--- config.mk ---
export PLATFORM = sky130hd
export DESIGN_NAME = fixed_capacity_bag_table_top
export DESIGN_NICKNAME = d
export VERILOG_FILES = /design/src/sv/fcbt_pkg.sv /design/src/sv/fcbt_cell.sv /design/src/sv/fixed_capacity_bag_table_top.sv
export SDC_FILE = /design/constraint.sdc
export NUM_CORES = 1
export LEC_CHECK = 0
export ABC_AREA = 1
export BUFFER_PORTS_ARGS = -buffer_cell sky130_fd_sc_hd__buf_2
export CAP_MARGIN = 40
export CORE_ASPECT_RATIO = 1.1
export CORE_MARGIN = 4
export CORE_UTILIZATION = 25
export DETAILED_ROUTE_END_ITERATION = 16
export SLEW_MARGIN = 20
export SYNTH_ARGS = -nofsm -noshare
export SYNTH_HDL_FRONTEND = slang
export SYNTH_SLANG_ARGS = --single-unit
--- constraint.sdc ---
create_clock -name clk_i -period 3.19 [get_ports clk_i]
set_input_delay 0.319 -clock clk_i [delete_from_list [all_inputs] [get_ports clk_i]]
set_output_delay 0.319 -clock clk_i [all_outputs]
set_load 0.005 [all_outputs]
--- src/sv/fcbt_pkg.sv ---
`timescale 1ns / 1ps
// ----------------------------------------------------------------------------
// fcbt_pkg
// Shared types and constants of the fixed-capacity bag table.
// ----------------------------------------------------------------------------
package fcbt_pkg;

  localparam int unsigned DefCapacity = 8;
  localparam int unsigned DefKeyWidth = 32;

  localparam int unsigned OpcodeW   = 2;
  localparam int unsigned KeyFieldW = 32;
  localparam int unsigned InTdataW  = 40;
  localparam int unsigned ResCntW   = 4;
  localparam int unsigned OutTdataW = 16;

  typedef enum logic [OpcodeW-1:0] {
    OP_ADD    = 2'd0,
    OP_REMOVE = 2'd1,
    OP_QUERY  = 2'd2,
    OP_CLEAR  = 2'd3
  } opcode_e;

  // request control that travels down the cell row with the key
  typedef struct packed {
    opcode_e op;
    logic    distinct;
    logic    found;
    logic    hole;
    logic    settled;
    logic    stored;
  } fcbt_ctl_t;

endpackage

--- src/sv/fcbt_cell.sv ---
`timescale 1ns / 1ps
// ----------------------------------------------------------------------------
// fcbt_cell
// One table slot: holds an entry, works on the request passing through and
// hands the request to the next slot.
// ----------------------------------------------------------------------------
module fcbt_cell import fcbt_pkg::*; #(
  parameter int unsigned KEY_WIDTH = DefKeyWidth,
  parameter int unsigned CNT_W     = 4
) (
  input  logic                 clk_i,
  input  logic                 rst_ni,
  input  logic                 tok_i,
  input  fcbt_ctl_t            ctl_i,
  input  logic [KEY_WIDTH-1:0] key_i,
  input  logic [CNT_W-1:0]     cnt_i,
  input  logic                 nxt_vld_i,
  input  logic [KEY_WIDTH-1:0] nxt_key_i,
  input  logic                 pull_i,
  output logic                 tok_o,
  output fcbt_ctl_t            ctl_o,
  output logic [KEY_WIDTH-1:0] key_o,
  output logic [CNT_W-1:0]     cnt_o,
  output logic                 vld_o,
  output logic [KEY_WIDTH-1:0] ent_o,
  output logic                 pull_o
);

  logic                 tok_q;
  fcbt_ctl_t            ctl_q, ctl_d;
  logic [KEY_WIDTH-1:0] key_q;
  logic [CNT_W-1:0]     cnt_q, cnt_d;
  logic                 vld_q, vld_d;
  logic [KEY_WIDTH-1:0] ent_q, ent_d;
  logic                 hit;

  assign hit    = vld_q && (ent_q == key_i);
  assign pull_o = tok_i && (ctl_i.op == OP_REMOVE) && ctl_i.hole;

  always_comb begin
    ctl_d = ctl_i;
    cnt_d = cnt_i;
    vld_d = vld_q;
    ent_d = ent_q;
    if (tok_i) begin
      unique case (ctl_i.op)
        OP_ADD: begin
          if (hit) begin
            cnt_d       = cnt_i + CNT_W'(1);
            ctl_d.found = 1'b1;
          end else if (!vld_q && !ctl_i.settled) begin
            ctl_d.settled = 1'b1;
            if (!(ctl_i.distinct && ctl_i.found)) begin
              vld_d        = 1'b1;
              ent_d        = key_i;
              ctl_d.stored = 1'b1;
            end
          end
        end
        OP_REMOVE: begin
          if (ctl_i.hole) begin
            vld_d = 1'b0;
          end else if (hit) begin
            ctl_d.found = 1'b1;
            ctl_d.hole  = 1'b1;
            vld_d       = 1'b0;
          end
        end
        OP_QUERY: begin
          if (hit) begin
            cnt_d       = cnt_i + CNT_W'(1);
            ctl_d.found = 1'b1;
          end
        end
        OP_CLEAR: begin
          vld_d = 1'b0;
        end
        default: begin
          vld_d = vld_q;
        end
      endcase
    end
    // close the gap left by a removed entry
    if (pull_i) begin
      vld_d = nxt_vld_i;
      ent_d = nxt_key_i;
    end
  end

  always_ff @(posedge clk_i or negedge rst_ni) begin
    if (!rst_ni) begin
      tok_q <= 1'b0;
      vld_q <= 1'b0;
    end else begin
      tok_q <= tok_i;
      vld_q <= vld_d;
    end
  end

  always_ff @(posedge clk_i) begin
    ctl_q <= ctl_d;
    key_q <= key_i;
    cnt_q <= cnt_d;
    ent_q <= ent_d;
  end

  assign tok_o = tok_q;
  assign ctl_o = ctl_q;
  assign key_o = key_q;
  assign cnt_o = cnt_q;
  assign vld_o = vld_q;
  assign ent_o = ent_q;

endmodule

--- src/sv/fixed_capacity_bag_table_top.sv ---
`timescale 1ns / 1ps
// ----------------------------------------------------------------------------
// fixed_capacity_bag_table_top
// Bag of keys kept in a row of slots; a request walks the row one slot a cycle.
//
//   channel   dir  fields (low bit first)
//   s_axis    in   opcode[1:0], key[33:2], zero pad to 40 bits
//   m_axis    out  ok[0], match_count[4:1], size[8:5], empty_res[9], zero pad
//   cfg       in   distinct_mode (write enable + data, no read-back)
//
// One request at a time: the result comes from the walk down the slot row, then
// a hand-off register and the output register.
// The next request is taken once the result sits in the output register.
// A stalled result holds in the output register; the row waits behind it.
// Reset empties the table and sets distinct mode.
// ----------------------------------------------------------------------------
module fixed_capacity_bag_table_top import fcbt_pkg::*; #(
  parameter int unsigned CAPACITY  = DefCapacity,
  parameter int unsigned KEY_WIDTH = DefKeyWidth
) (
  input  logic                 clk_i,
  input  logic                 rst_ni,
  input  logic                 cfg_wr_en_i,
  input  logic                 cfg_wr_data_i,
  input  logic                 s_axis_tvalid,
  output logic                 s_axis_tready,
  input  logic [InTdataW-1:0]  s_axis_tdata,   // opcode, key
  output logic                 m_axis_tvalid,
  input  logic                 m_axis_tready,
  output logic [OutTdataW-1:0] m_axis_tdata    // ok, match_count, size, empty_res
);

  localparam int unsigned CntW = $clog2(CAPACITY + 1);

  logic                 tok_w  [CAPACITY+1];
  fcbt_ctl_t            ctl_w  [CAPACITY+1];
  logic [KEY_WIDTH-1:0] key_w  [CAPACITY+1];
  logic [CntW-1:0]      cnt_w  [CAPACITY+1];
  logic                 vld_w  [CAPACITY+1];
  logic [KEY_WIDTH-1:0] ent_w  [CAPACITY+1];
  logic                 pull_w [CAPACITY+1];

  logic            distinct_q;
  logic            busy_q;
  logic            pend_vld_q;
  fcbt_ctl_t       pend_ctl_q;
  logic [CntW-1:0] pend_cnt_q;
  logic [CntW-1:0] size_q, size_d;
  logic            load;
  logic            res_ok;
  logic            out_vld_q;
  logic [OutTdataW-1:0] out_data_q, out_data_d;

  assign s_axis_tready = !busy_q;

  assign tok_w[0] = s_axis_tvalid && s_axis_tready;
  assign ctl_w[0] = '{op:       opcode_e'(s_axis_tdata[OpcodeW-1:0]),
                      distinct: distinct_q,
                      found:    1'b0,
                      hole:     1'b0,
                      settled:  1'b0,
                      stored:   1'b0};
  assign key_w[0] = KEY_WIDTH'(s_axis_tdata[OpcodeW +: KeyFieldW]);
  assign cnt_w[0] = '0;

  assign vld_w[CAPACITY]  = 1'b0;
  assign ent_w[CAPACITY]  = '0;
  assign pull_w[CAPACITY] = 1'b0;

  for (genvar i = 0; i < CAPACITY; i++) begin : g_cell
    fcbt_cell #(
      .KEY_WIDTH (KEY_WIDTH),
      .CNT_W     (CntW)
    ) u_cell (
      .clk_i     (clk_i),
      .rst_ni    (rst_ni),
      .tok_i     (tok_w[i]),
      .ctl_i     (ctl_w[i]),
      .key_i     (key_w[i]),
      .cnt_i     (cnt_w[i]),
      .nxt_vld_i (vld_w[i+1]),
      .nxt_key_i (ent_w[i+1]),
      .pull_i    (pull_w[i+1]),
      .tok_o     (tok_w[i+1]),
      .ctl_o     (ctl_w[i+1]),
      .key_o     (key_w[i+1]),
      .cnt_o     (cnt_w[i+1]),
      .vld_o     (vld_w[i]),
      .ent_o     (ent_w[i]),
      .pull_o    (pull_w[i])
    );
  end

  assign load = pend_vld_q && (!out_vld_q || m_axis_tready);

  always_comb begin
    size_d = size_q;
    res_ok = 1'b0;
    unique case (pend_ctl_q.op)
      OP_ADD: begin
        res_ok = pend_ctl_q.stored;
        if (pend_ctl_q.stored) begin
          size_d = size_q + CntW'(1);
        end
      end
      OP_REMOVE: begin
        res_ok = pend_ctl_q.found;
        if (pend_ctl_q.found) begin
          size_d = size_q - CntW'(1);
        end
      end
      OP_QUERY: begin
        res_ok = pend_ctl_q.found;
      end
      OP_CLEAR: begin
        res_ok = 1'b1;
        size_d = '0;
      end
      default: begin
        res_ok = 1'b0;
      end
    endcase
    out_data_d = '0;
    out_data_d[0]   = res_ok;
    out_data_d[4:1] = (pend_ctl_q.op == OP_QUERY) ? ResCntW'(pend_cnt_q) : '0;
    out_data_d[8:5] = ResCntW'(size_d);
    out_data_d[9]   = (size_d == '0);
  end

  always_ff @(posedge clk_i or negedge rst_ni) begin
    if (!rst_ni) begin
      distinct_q <= 1'b1;
      busy_q     <= 1'b0;
      pend_vld_q <= 1'b0;
      size_q     <= '0;
      out_vld_q  <= 1'b0;
    end else begin
      if (cfg_wr_en_i) begin
        distinct_q <= cfg_wr_data_i;
      end
      if (tok_w[0]) begin
        busy_q <= 1'b1;
      end else if (load) begin
        busy_q <= 1'b0;
      end
      if (tok_w[CAPACITY]) begin
        pend_vld_q <= 1'b1;
      end else if (load) begin
        pend_vld_q <= 1'b0;
      end
      if (load) begin
        size_q    <= size_d;
        out_vld_q <= 1'b1;
      end else if (m_axis_tready) begin
        out_vld_q <= 1'b0;
      end
    end
  end

  always_ff @(posedge clk_i) begin
    if (tok_w[CAPACITY]) begin
      pend_ctl_q <= ctl_w[CAPACITY];
      pend_cnt_q <= cnt_w[CAPACITY];
    end
    if (load) begin
      out_data_q <= out_data_d;
    end
  end

  assign m_axis_tvalid = out_vld_q;
  assign m_axis_tdata  = out_data_q;

endmodule

* Word level (Yosys, flattened, before mapping)
Cells that the tools add are included.
** Storage, ports and cells
- Bits in registers :: 607
- Bits in latches :: 0
- Memory bits (writable) :: 0
- Bits in read-only memories :: 0
- Bits of input ports :: 46
- Output and inout port bits :: 18
- Logic and storage cells :: 516
- Memories :: 0
** Operators by class
- Add/subtract/negate cells :: 9
- Multiply operators :: 0
- Divide/modulo/power cells :: 0
- $lt $le $gt $ge :: 0
- Equal/unequal tests :: 79
- Shift-type cells :: 0
- Muxes and demuxes :: 205
- Bitwise logic cells :: 4
- Reduce and logical (&&, ||, !) cells :: 124
** Operator list (number)
- $mux 32 :: 41
- $eq 32x32->1 :: 8
- $mux 4 :: 30
- $mux 1 :: 79
- $mux 2 :: 37
- $reduce_bool 2->1 :: 23
- $ne 3x2->1 const B :: 14
- $reduce_and 6->1 :: 7
- $logic_and 1x1->1 :: 38
- $eq 2x2->1 const B :: 18
- $reduce_and 5->1 :: 7
- $add 4x1->4 const B :: 8
- $ne 2x1->1 const B :: 15
- $reduce_bool 4->1 :: 7
- $pmux 1 s3 :: 9
- $ne 4x2->1 const B :: 6
- $ne 3x1->1 const B :: 7
- $eq 2x1->1 const B :: 9
- $logic_not 2->1 :: 9
- $reduce_or 2->1 :: 9
- $logic_not 1->1 :: 16
- $pmux 1 s2 :: 8
- $pmux 4 s3 :: 1
- $reduce_and 4->1 :: 2
- 8 further kinds :: 13

* Logic depth before layout (Yosys ltp)
- Word-level depth :: 7
- Depth in mapped cells :: 14
- Depth with buffers taken out :: 14

* Cells and area by module
From an unflattened synthesis, not the netlist that was laid out.
** Second synthesis, totals
- Cell total of the unflattened synthesis :: 3568
- Area, all modules :: 28972.8 um^2
** By module, submodules not included
- fcbt_cell :: instances 8, cells each 430, area each 3462.1 um^2, seq. area each 1871.8 um^2
- fixed_capacity_bag_table_top :: instances 1, cells each 128, area each 1276.2 um^2, seq. area each 742.0 um^2

* Worst setup path after synthesis
Ideal clock, no wire load.
- Path type :: flip-flop to flip-flop
- Start point :: register g_cell[0].u_cell.ctl_q, in the netlist g_cell[0].u_cell.ctl_o[5]
- End point :: register g_cell[1].u_cell.ent_q[0] (enable)
- Arrival :: 2923 ps
- Path slack :: -199 ps
- Cell stages (with the launch flop) :: 5
- Path buffers :: 0
- Period minus slack after synthesis :: 3389 ps
- Path through :: dfxtp_1 > inv_1 > ha_1 > nand2_1 > o21ai_0
** Between the ends
- Cells in the longest elaborated chain, start to end :: 3
** Ends and longest elaborated chain
- from (decl) :: RTL line fcbt_cell.sv:30 : fcbt_ctl_t ctl_q, ctl_d;
- from (signal assigned) :: RTL line fcbt_cell.sv:101 : ctl_q <= ctl_d;
- $logic_not 2->1 :: RTL line fcbt_cell.sv:46 : unique case (ctl_i.op)
- $reduce_bool 2->1 (no source line)
- $reduce_and 5->1 (no source line)
- to (signal assigned) :: RTL line fcbt_cell.sv:104 : ent_q <= ent_d;
- to (decl) :: RTL line fcbt_cell.sv:34 : logic [KEY_WIDTH-1:0] ent_q, ent_d;
Every way passes these cells.
A chain may end at the register's enable or synchronous reset.

* Final worst setup path
- Start point :: register busy_q
- End point :: register g_cell[0].u_cell.ent_q[24] (enable)
** Between the ends
- Cells in the longest elaborated chain, start to end :: 4
** Ends and longest elaborated chain
- from (decl) :: RTL line fixed_capacity_bag_table_top.sv:44 : logic busy_q;
- from (signal assigned) :: RTL line fixed_capacity_bag_table_top.sv:133 : busy_q <= 1'b0;
- from (signal assigned) :: RTL line fixed_capacity_bag_table_top.sv:142 : busy_q <= 1'b1;
- from (signal assigned) :: RTL line fixed_capacity_bag_table_top.sv:144 : busy_q <= 1'b0;
- $logic_not 1->1 :: RTL line fixed_capacity_bag_table_top.sv:54 : assign s_axis_tready = !busy_q;
- $logic_and 1x1->1 :: RTL line fixed_capacity_bag_table_top.sv:56 : assign tok_w[0] = s_axis_tvalid && s_axis_tready;
- $reduce_bool 2->1 (no source line)
- $reduce_and 4->1 (no source line)
- to (signal assigned) :: RTL line fcbt_cell.sv:104
- to (decl) :: RTL line fcbt_cell.sv:34
Every way passes these cells.

==> metrics <==
via count=19.8k; post-synth top area cell=edfxtp_1; Final Max Tran Viols=0; final hold violations=0; clock root buffer master=clkbuf_16; crit path time final=2050 ps; Syn Area/Cell=8.40 um2; Worst Path Class, Setup=reg2reg; share of layout cells above drive strength 1=7.65%; ys flop type=dfxtp_1; worst stage delay on the critical path=410 ps; startpoint class of the critical path=register; peak supply drop=400 uV; CTS buffer count=60; final setup skew=31.0 ps; Synth Cell Area=26300 um2; synth unique cells=56; clk sink count=600; CTS tree=done; delay-heaviest family, CP=simple AND/OR/NAND/NOR gates; Max Buffers Root-to-Sink=3; number of nets with antenna violations after routing=0; Initial DRT Pass Iterations=7; Setup Viol. Count Final=0; status=completed; Seq/Total Area, Yosys=56.6%; crit-path cells=inv_1 > nand2_1 > nor4_1 > or2_2 > buf_4; relative slew slack=48.9%; core area=104000 um2; Die X=317 um; DRT iter0 DRCs=1930; DR DRC count=0; port buffer count=51; top cells by area, synth=edfxtp_1 31%, dfxtp_1 23%, nand2_1 14%, inv_1 6.8%, o21ai_0 5.1%; post-cts resize count=0; Reg clk slew, reported paths=60 ps; # diodes=0; worst reg2reg setup slack=1140 ps; largest net degree at the start of global routing=58; Fmax achieved=487 MHz; Starting Density=25.2%; total power draw=16200 uW; CP max-delay cell=buf_4; Crit path arrival time=2310 ps; H-tree levels=2; asr flop ratio synth=4.00%; Clk Latency, worst-skew pair=640 ps; DRT met1 WL=34000 um; vias per cell=4.24; routed wire length=72700 um; Worst-Margin Slew=766 ps; global route overflow=0; Gate Count Post-Synth=3127; die area=110000 um2; Tcrit/Tclk final=64.3%; RSZ-0062 raised after global routing=false; max_cap viols=0; wire per inst=15.5 um; Static Leakage=0.0134 uW; register bit total from synthesis=600; Die Y-Extent=348 um; highest routed layer=met4; count of standard-cell rows=124; total negative slack=0 ps; worst-path fanout max=32; Ports=64; vias in the first global route=18.9k; Yosys warning count=0; Critical Path RT=3440 ps; met3 routed WL=3710 um; Worst setup EP type=register; filler cell count=11.0k; gp weighted congestion=0.964; Post-synth EDFFs=274; met2 wire length=31600 um; pwr/cell area=530 nW/um2; first-pass GRT wire length=111000 um; # nets final=3329; Worst Hold Class=in2async; initial antenna violation count=1; gr usage total=12.9%; Yosys top cell area share=31.3%; layout overhead on the synthesized area=16.2%; HPWL Detailed=55200 um; CP bufs+invs=2
## area by class of cell
cell class	instances	area (um2)	share of cell area, %
Clock buffer	85	1720	5.63
Multi-Input combinational cell	1995	9360	30.7
Clock inverter	27	251	0.824
Timing Repair Buffer	108	778	2.55
Tap cell	1386	1730	5.68
Sequential cell	600	14900	48.7
Inverter	481	1810	5.92
## cell usage after synthesis, drive strengths merged, types with 3 or more instances
| cell | n |
|---|---|
| a21oi | 14 |
| a31o | 4 |
| buf | 32 |
| clkbuf | 24 |
| dfrtp | 23 |
| dfxtp | 302 |
| edfxtp | 274 |
| ha | 37 |
| inv | 479 |
| nand2 | 1008 |
| nand3 | 68 |
| nand3b | 10 |
| nand4 | 69 |
| nor2 | 289 |
| nor3 | 44 |
| nor3b | 7 |
| nor4 | 6 |
| o21ai | 277 |
| o21bai | 3 |
| o22ai | 10 |
| o31ai | 7 |
| or2 | 44 |
| xnor2 | 39 |
| xor2 | 31 |
## repair_timing
item	4_1_cts	5_1_grt
hold endpoints to repair	62	0
buffers inserted	0	0
hold buffers	38	0
## layout by cell type (no fill, tap or decap), drive strengths merged, types with 3 or more instances in the layout
cell / instances
nor2: 289
xor2: 31
nand3: 68
dfrtp: 23
dlygate4sd3: 38
a21oi: 14
conb: 6
o21ai: 277
xnor2: 39
inv: 480
nand2: 1008
a31o: 4
clkbuf: 85
nand3b: 10
or2: 44
nor3: 44
nor4: 6
bufinv: 4
ha: 37
o21bai: 3
o22ai: 10
o31ai: 7
clkinv: 23
nand4: 69
nor3b: 7
buf: 70
dfxtp: 302
edfxtp: 274
## per-stage QoR
| stage | std cells | area [um2] | hold WS [ps] | utilization [%] | setup WS (ps) |
|---|---|---|---|---|---|
| after floorplan | 3132 | 26300 | 23.4 | - | 666 |
| final | 4682 | 30500 | 289 | 29.3 | 1140 |
| after detailed placement | 4532 | 28200 | 344 | 27.1 | 1160 |
| after global placement | 4532 | 28200 | 338 | 27.1 | 1170 |
| after CTS | 4682 | 30500 | 262 | 29.3 | 1140 |
| after global routing | 4682 | 30500 | 331 | 29.3 | 899 |
## worst reg2reg max path, delay by kind of cell (launching register included)
| family | cells | cell delay, ps |
|---|---|---|
| flip-flops | 1 | 360 |
| buffers and inverters | 2 | 480 |
| AND/OR/NAND/NOR | 3 | 830 |
## cells by family (layout without fill, tap and decap cells)
logic type               Yosys count  in the layout  synth area share, %
adder cells (fa/ha/maj)           37             37                 1.76
flip-flops                       600            600                 56.6
buffers and inverters            537            701                 7.90
XOR/XNOR                          70             70                 2.33
AO/OA/AOI/OAI                    330            330                 6.70
multiplexers                       1              1               0.0429
other                              1              6               0.0143
AND/OR/NAND/NOR                 1551           1551                 24.6
## final timing paths
kind | startpoint | end | cells past startpoint
max reg2reg | busy_q | g_cell[0].u_cell.ent_o[24] | 5
max | busy_q | g_cell[0].u_cell.ent_o[24] | 5
max in group asynchronous | rst_ni | g_cell[1].u_cell.tok_o | 2
min in group clk_i | s_axis_tvalid | g_cell[0].u_cell.ctl_o[0] | 3
min reg2reg | g_cell[5].u_cell.key_o[17] | g_cell[6].u_cell.key_o[17] | 0
min | rst_ni | busy_q | 2
## power breakdown
group / internal (uW) / leakage [uW] / switching [uW]
logic: 251 / 0.00714 / 395
clock network: 4070 / 0.000976 / 3080
registers: 8210 / 0.00531 / 176
total: 12500 / 0.0134 / 3660
## state kept, by name, summed over array words and instances, names as in the netlist
signal / flops
g_cell.u_cell.tok_o: 8
busy_q: 1
g_cell.u_cell.ctl_o: 52
pend_cnt_q: 4
size_q: 4
g_cell.u_cell.ent_o: 256
g_cell.u_cell.cnt_o: 26
m_axis_tdata: 10
pend_ctl_q: 4
pend_vld_q: 1
g_cell.u_cell.key_o: 224
m_axis_tvalid: 1
distinct_q: 1
g_cell.u_cell.vld_o: 8
## routing by layer
layer,up-vias,GRT usage (%)
li1,10100,-
met5,-,0
met3,155,1.61
met4,0,5.82
met2,627,20.2
met1,8932,17.9
Power figures use the tool's default switching activity.
